**src/sv/tvpt_pkg.sv**
```systemverilog
// Package with shared widths, descriptor layout constants and fixed-point helpers.
`timescale 1ns / 1ps
package tvpt_pkg;
	localparam int TableDepth = 64;
	localparam int WordWidth  = 32;
	localparam int FracBits   = 16;
	localparam int IdxWidth   = 6;
	localparam int CapBase    = 30;
	localparam int CapStride  = 8;

	typedef logic signed [WordWidth-1:0] word_t;
	typedef logic [IdxWidth-1:0] idx_t;

	localparam logic OpWrite = 1'b0;
	localparam logic OpTest  = 1'b1;

	localparam word_t WordMax = {1'b0, {(WordWidth-1){1'b1}}};
	localparam word_t WordMin = {1'b1, {(WordWidth-1){1'b0}}};

	// Saturate a value one bit wider than a word.
	function automatic word_t sat1(input logic signed [WordWidth:0] x);
		word_t r;
		if (x > $signed({{2{1'b0}}, {(WordWidth-1){1'b1}}})) r = WordMax;
		else if (x < $signed({{2{1'b1}}, {(WordWidth-1){1'b0}}})) r = WordMin;
		else r = x[WordWidth-1:0];
		return r;
	endfunction

	// Saturate a value two bits wider than a word.
	function automatic word_t sat2(input logic signed [WordWidth+1:0] x);
		word_t r;
		if (x > $signed({{3{1'b0}}, {(WordWidth-1){1'b1}}})) r = WordMax;
		else if (x < $signed({{3{1'b1}}, {(WordWidth-1){1'b0}}})) r = WordMin;
		else r = x[WordWidth-1:0];
		return r;
	endfunction
endpackage

```
**src/sv/tvpt_fmul.sv**
```systemverilog
// Registered fixed-point multiplier: floor of product over 2^FracBits, saturated.
`timescale 1ns / 1ps
module tvpt_fmul (
	input  logic              clk,
	input  tvpt_pkg::word_t   a,
	input  tvpt_pkg::word_t   b,
	output tvpt_pkg::word_t   p_q
);
	import tvpt_pkg::*;
	logic signed [2*WordWidth-1:0] prod;
	logic signed [2*WordWidth-FracBits-1:0] sh;
	word_t res;

	// Arithmetic shift gives the floor; then clamp to the word range.
	always_comb begin
		prod = a * b;
		sh = prod[2*WordWidth-1:FracBits];
		if (sh > $signed({{(WordWidth-FracBits+1){1'b0}}, {(WordWidth-1){1'b1}}}))
			res = WordMax;
		else if (sh < $signed({{(WordWidth-FracBits+1){1'b1}}, {(WordWidth-1){1'b0}}}))
			res = WordMin;
		else
			res = sh[WordWidth-1:0];
	end

	always_ff @(posedge clk) begin
		p_q <= res;
	end
endmodule
```
**config.mk**
```make
export PLATFORM = sky130hd
export DESIGN_NAME = tvpt_fmul
export DESIGN_NICKNAME = d
export VERILOG_FILES = /design/src/sv/tvpt_pkg.sv /design/src/sv/tvpt_fmul.sv
export SDC_FILE = /design/constraint.sdc
export NUM_CORES = 2
export LEC_CHECK = 0
export BUFFER_PORTS_ARGS = -buffer_cell sky130_fd_sc_hd__buf_4
export CAP_MARGIN = 0
export CORE_MARGIN = 2
export CORE_UTILIZATION = 55
export DETAILED_ROUTE_END_ITERATION = 6
export MAX_ROUTING_LAYER = met4
export PLACE_DENSITY_LB_ADDON = 0.12
export SLEW_MARGIN = 30
export SYNTH_ARGS = -nofsm -noshare
export SYNTH_HDL_FRONTEND = slang
export SYNTH_SLANG_ARGS = --single-unit
```
**constraint.sdc**
```tcl
create_clock -name clk -period 25 [get_ports clk]
set_input_delay 1.25 -clock clk [delete_from_list [all_inputs] [get_ports clk]]
set_output_delay 1.25 -clock clk [all_outputs]
set_load 0.02 [all_outputs]
```
==> impl_metrics.prom <==
# TYPE chip_impl_metric gauge
chip_impl_metric{name="drc",unit=""} 0
chip_impl_metric{name="layout-drive-gt1-share",unit="%"} 3.23
chip_impl_info{name="setup.worst_path.start_class",value="input pin"} 1
chip_impl_info{name="post_synth_most_frequent_cells",value="1081 x sky130_fd_sc_hd__fa_1, 931 x sky130_fd_sc_hd__inv_1, 551 x sky130_fd_sc_hd__nand2_1"} 1
chip_impl_metric{name="synth_edf_count",unit=""} 0
chip_impl_metric{name="via_per_inst",unit=""} 5.38
chip_impl_metric{name="finalMaxSlewViolations",unit=""} 0
chip_impl_info{name="netlist_top_cells_area",value="sky130_fd_sc_hd__fa_1 58%, sky130_fd_sc_hd__inv_1 9.4%, sky130_fd_sc_hd__and2_1 8.5%, sky130_fd_sc_hd__ha_1 6.1%, sky130_fd_sc_hd__nand2_1 5.6%"} 1
chip_impl_info{name="grt_setup_unrepaired",value="no"} 1
chip_impl_metric{name="floorplan.rows",unit=""} 95
chip_impl_metric{name="cts_num_sinks",unit=""} 32
chip_impl_info{name="timing.critical_path.mode_cell",value="sky130_fd_sc_hd__fa_1"} 1
chip_impl_metric{name="holdBufCountCts",unit=""} 0
chip_impl_metric{name="fin_area",unit="mm^2"} 0.0382
chip_impl_info{name="critical-path-slowest-cell",value="sky130_fd_sc_hd__fa_1"} 1
chip_impl_info{name="synth_top_flop_cell",value="sky130_fd_sc_hd__dfxtp_1"} 1
chip_impl_info{name="cts-root-buf",value="sky130_fd_sc_hd__clkbuf_16"} 1
chip_impl_metric{name="sequential_cell_area_fraction_in_the_yosys_report",unit="%"} 1.73
chip_impl_metric{name="grt_util_all_layers",unit="%"} 29.0
chip_impl_metric{name="cts_max_path_buffers",unit=""} 2
chip_impl_metric{name="tightest_slew",unit="ps"} 921
chip_impl_metric{name="setup_viol",unit=""} 0
chip_impl_metric{name="grt_first_pass_wirelength",unit="mm"} 155
chip_impl_metric{name="initialDrtViolationCount",unit=""} 1218
chip_impl_metric{name="hold_viol",unit=""} 0
chip_impl_metric{name="place.gp.congestion",unit=""} 0.949
chip_impl_metric{name="syn-cell-area",unit="mm^2"} 0.0371
chip_impl_metric{name="flow.area_growth_from_synthesis",unit="%"} 2.96
chip_impl_metric{name="clock_tree.htree_level_count",unit=""} 2
chip_impl_metric{name="antenna_violating_nets_post_route",unit=""} 0
chip_impl_metric{name="synth.ff_latch_count",unit=""} 32
chip_impl_metric{name="global_route.overflow_total",unit=""} 0
chip_impl_metric{name="postSynthAreaPerCell",unit="um^2"} 9.36
chip_impl_metric{name="dr_total_vias",unit=""} 25383
chip_impl_metric{name="cts_setup_buffers",unit=""} 0
chip_impl_metric{name="maxSlewHeadroom",unit="%"} 38.5
chip_impl_metric{name="finalCritPeriodShare",unit="%"} 41.6
chip_impl_metric{name="nets",unit=""} 5167
chip_impl_metric{name="postPlaceCellArea",unit="mm^2"} 0.0380
chip_impl_metric{name="final.setup.tns",unit="ps"} 0
chip_impl_metric{name="synthesis.yosys.warnings",unit=""} 0
chip_impl_metric{name="starting_utilization_of_the_core_area",unit="%"} 55.4
chip_impl_metric{name="num_io_pins",unit=""} 97
chip_impl_metric{name="drt-pass1-iter-count",unit=""} 5
chip_impl_info{name="biggest_regs",value="p_q: 32 flops"} 1
chip_impl_metric{name="dpl_worst_slack",unit="ps"} 14290
chip_impl_info{name="worst_min_delay_path_category",value="register to primary output"} 1
chip_impl_metric{name="buffer_ports.inserted",unit=""} 96
chip_impl_metric{name="die_height",unit="um"} 264
chip_impl_metric{name="arrival",unit="ps"} 10550
chip_impl_metric{name="syn-num-nets",unit=""} 5285
chip_impl_metric{name="post-synth-top-area-fraction",unit="%"} 58.4
chip_impl_info{name="synthMostInstantiatedCell",value="sky130_fd_sc_hd__fa_1"} 1
chip_impl_info{name="cts_tree",value="done"} 1
chip_impl_metric{name="achievable-frequency",unit="MHz"} 96.1
chip_impl_metric{name="die-area",unit="mm^2"} 0.0695
chip_impl_metric{name="worst_setup_hold_path_clk_slew",unit="ps"} 50
chip_impl_metric{name="ys_async_sr_fraction",unit="%"} 0
chip_impl_info{name="outcome",value="finished clean"} 1
chip_impl_info{name="worstSetupPathType",value="input pin to register"} 1
chip_impl_metric{name="cp_slowest_stage_delay",unit="ps"} 1000
chip_impl_metric{name="cts_made_buffers",unit=""} 5
chip_impl_metric{name="largest_register_ffs",unit=""} 32
chip_impl_metric{name="final_period_minus_worst_setup_slack",unit="ps"} 10410
chip_impl_metric{name="dpl.hpwl",unit="mm"} 77.8
chip_impl_metric{name="critical_path_peak_fanout",unit=""} 32
chip_impl_metric{name="grt_pass1_vias",unit=""} 28418
chip_impl_metric{name="number_of_antenna_violations_at_the_first_check_in_global_routing",unit=""} 3
chip_impl_info{name="largest_register",value="p_q"} 1
chip_impl_metric{name="drv_cap",unit=""} 0
chip_impl_metric{name="core_area",unit="mm^2"} 0.0669
chip_impl_metric{name="worst_ep_required_time",unit="ps"} 25140
chip_impl_metric{name="worst_slack",unit="ps"} 14590
chip_impl_metric{name="synth_cell_type_count",unit=""} 64
chip_impl_info{name="yosys.area.top_type",value="sky130_fd_sc_hd__fa_1"} 1
chip_impl_metric{name="grt_start_max_net_pins",unit=""} 33
chip_impl_metric{name="synthesis.instances",unit=""} 3959
chip_impl_metric{name="wl",unit="mm"} 91.2
chip_impl_metric{name="dieWidth",unit="um"} 264
chip_impl_info{name="cp-end-kind",value="register"} 1
chip_impl_metric{name="route.detailed.wl_per_inst",unit="um"} 19.3
chip_impl_metric{name="ctsResizeCount",unit=""} 0
[layout by cell type, fill, tap and decap left out, types with 3 or more instances in the layout]
| cell type | synthesis | routed |
|---|---|---|
| sky130_fd_sc_hd__o221ai_1 | 7 | 7 |
| sky130_fd_sc_hd__and3_1 | 5 | 5 |
| sky130_fd_sc_hd__dfxtp_1 | 32 | 32 |
| sky130_fd_sc_hd__xnor2_1 | 34 | 34 |
| sky130_fd_sc_hd__o21bai_1 | 8 | 8 |
| sky130_fd_sc_hd__nor2_1 | 67 | 67 |
| sky130_fd_sc_hd__nand2b_1 | 10 | 10 |
| sky130_fd_sc_hd__diode_2 | 0 | 3 |
| sky130_fd_sc_hd__nor4_1 | 9 | 9 |
| sky130_fd_sc_hd__nand3_1 | 15 | 15 |
| sky130_fd_sc_hd__a21boi_0 | 4 | 4 |
| sky130_fd_sc_hd__o31ai_1 | 6 | 6 |
| sky130_fd_sc_hd__clkbuf_16 | 0 | 5 |
| sky130_fd_sc_hd__a211oi_1 | 8 | 8 |
| sky130_fd_sc_hd__mux2i_1 | 3 | 3 |
| sky130_fd_sc_hd__nor2b_1 | 5 | 5 |
| sky130_fd_sc_hd__and2_1 | 503 | 503 |
| sky130_fd_sc_hd__inv_1 | 931 | 931 |
| sky130_fd_sc_hd__o21ai_1 | 32 | 32 |
| sky130_fd_sc_hd__nor3_1 | 14 | 14 |
| sky130_fd_sc_hd__a31oi_1 | 7 | 6 |
| sky130_fd_sc_hd__ha_1 | 180 | 180 |
| sky130_fd_sc_hd__o21ai_0 | 38 | 38 |
| sky130_fd_sc_hd__buf_4 | 0 | 99 |
| sky130_fd_sc_hd__fa_1 | 1081 | 1081 |
| sky130_fd_sc_hd__a21o_1 | 23 | 23 |
| sky130_fd_sc_hd__a21oi_1 | 59 | 59 |
| sky130_fd_sc_hd__nand2_1 | 551 | 551 |
| sky130_fd_sc_hd__o21a_1 | 4 | 4 |
| sky130_fd_sc_hd__nand4_1 | 23 | 23 |
| sky130_fd_sc_hd__a21oi_2 | 3 | 3 |
| sky130_fd_sc_hd__a221oi_1 | 5 | 5 |
| sky130_fd_sc_hd__xor2_1 | 28 | 28 |
[cell families after synthesis]
group	count (synthesis)	share of synthesized area, %
fa+ha+maj	1261	64.5
mux	3	0.0810
xor+xnor	62	1.47
simple gates	1215	16.3
buf+inv	1155	11.9
flops	32	1.73
compound gates	231	4.08
[layer usage]
metal  global-route usage [%]  share of wire (%)  vias to the layer above
met5                        -                  0                        -
met2                     51.6                 53                      499
met4                     4.12                1.7                        0
met1                     37.5                 42                    13643
met3                     1.66                3.3                       92
li1                         -                  -                    11149
[worst paths after layout]
check / startpoint / to / slack, ps / cells after the start
worst min-delay path: p_q[21]$_SDFF_PN1_ / p_q[21] / 1960 / 1
worst max-delay path: b[2] / p_q[23]$_SDFF_PN1_ / 14590 / 28
[final cells by class]
class | count | area, um^2
fillers | 6011 | 28800
multi-input cells | 2772 | 32000
repair buffers | 99 | 743
well taps | 873 | 1090
diodes | 3 | 7.51
flip-flops and latches | 32 | 641
clock buffers | 5 | 125
clock inverters | 3 | 23.8
inverters | 931 | 3490
[worst max-delay path, delay by kind of cell]
kind / cells / cell delay, ps
fa+ha+maj: 9 / 5190
simple gates: 9 / 1930
buf+inv: 7 / 1540
compound gates: 2 / 430
xor+xnor: 1 / 160
[metrics by stage]
step,hold slack (ps),utilization [%],cells
detailed placement,1670,56.8,4707
CTS,1960,57.0,4715
global route,1970,57.0,4717
global placement,1670,56.8,4707
floorplan,1590,-,3959
finish,1960,57.0,4718
Power is left out: the tool's default activity adds up to more than one toggle a clock period on the data nets, which glitch-free logic cannot reach.
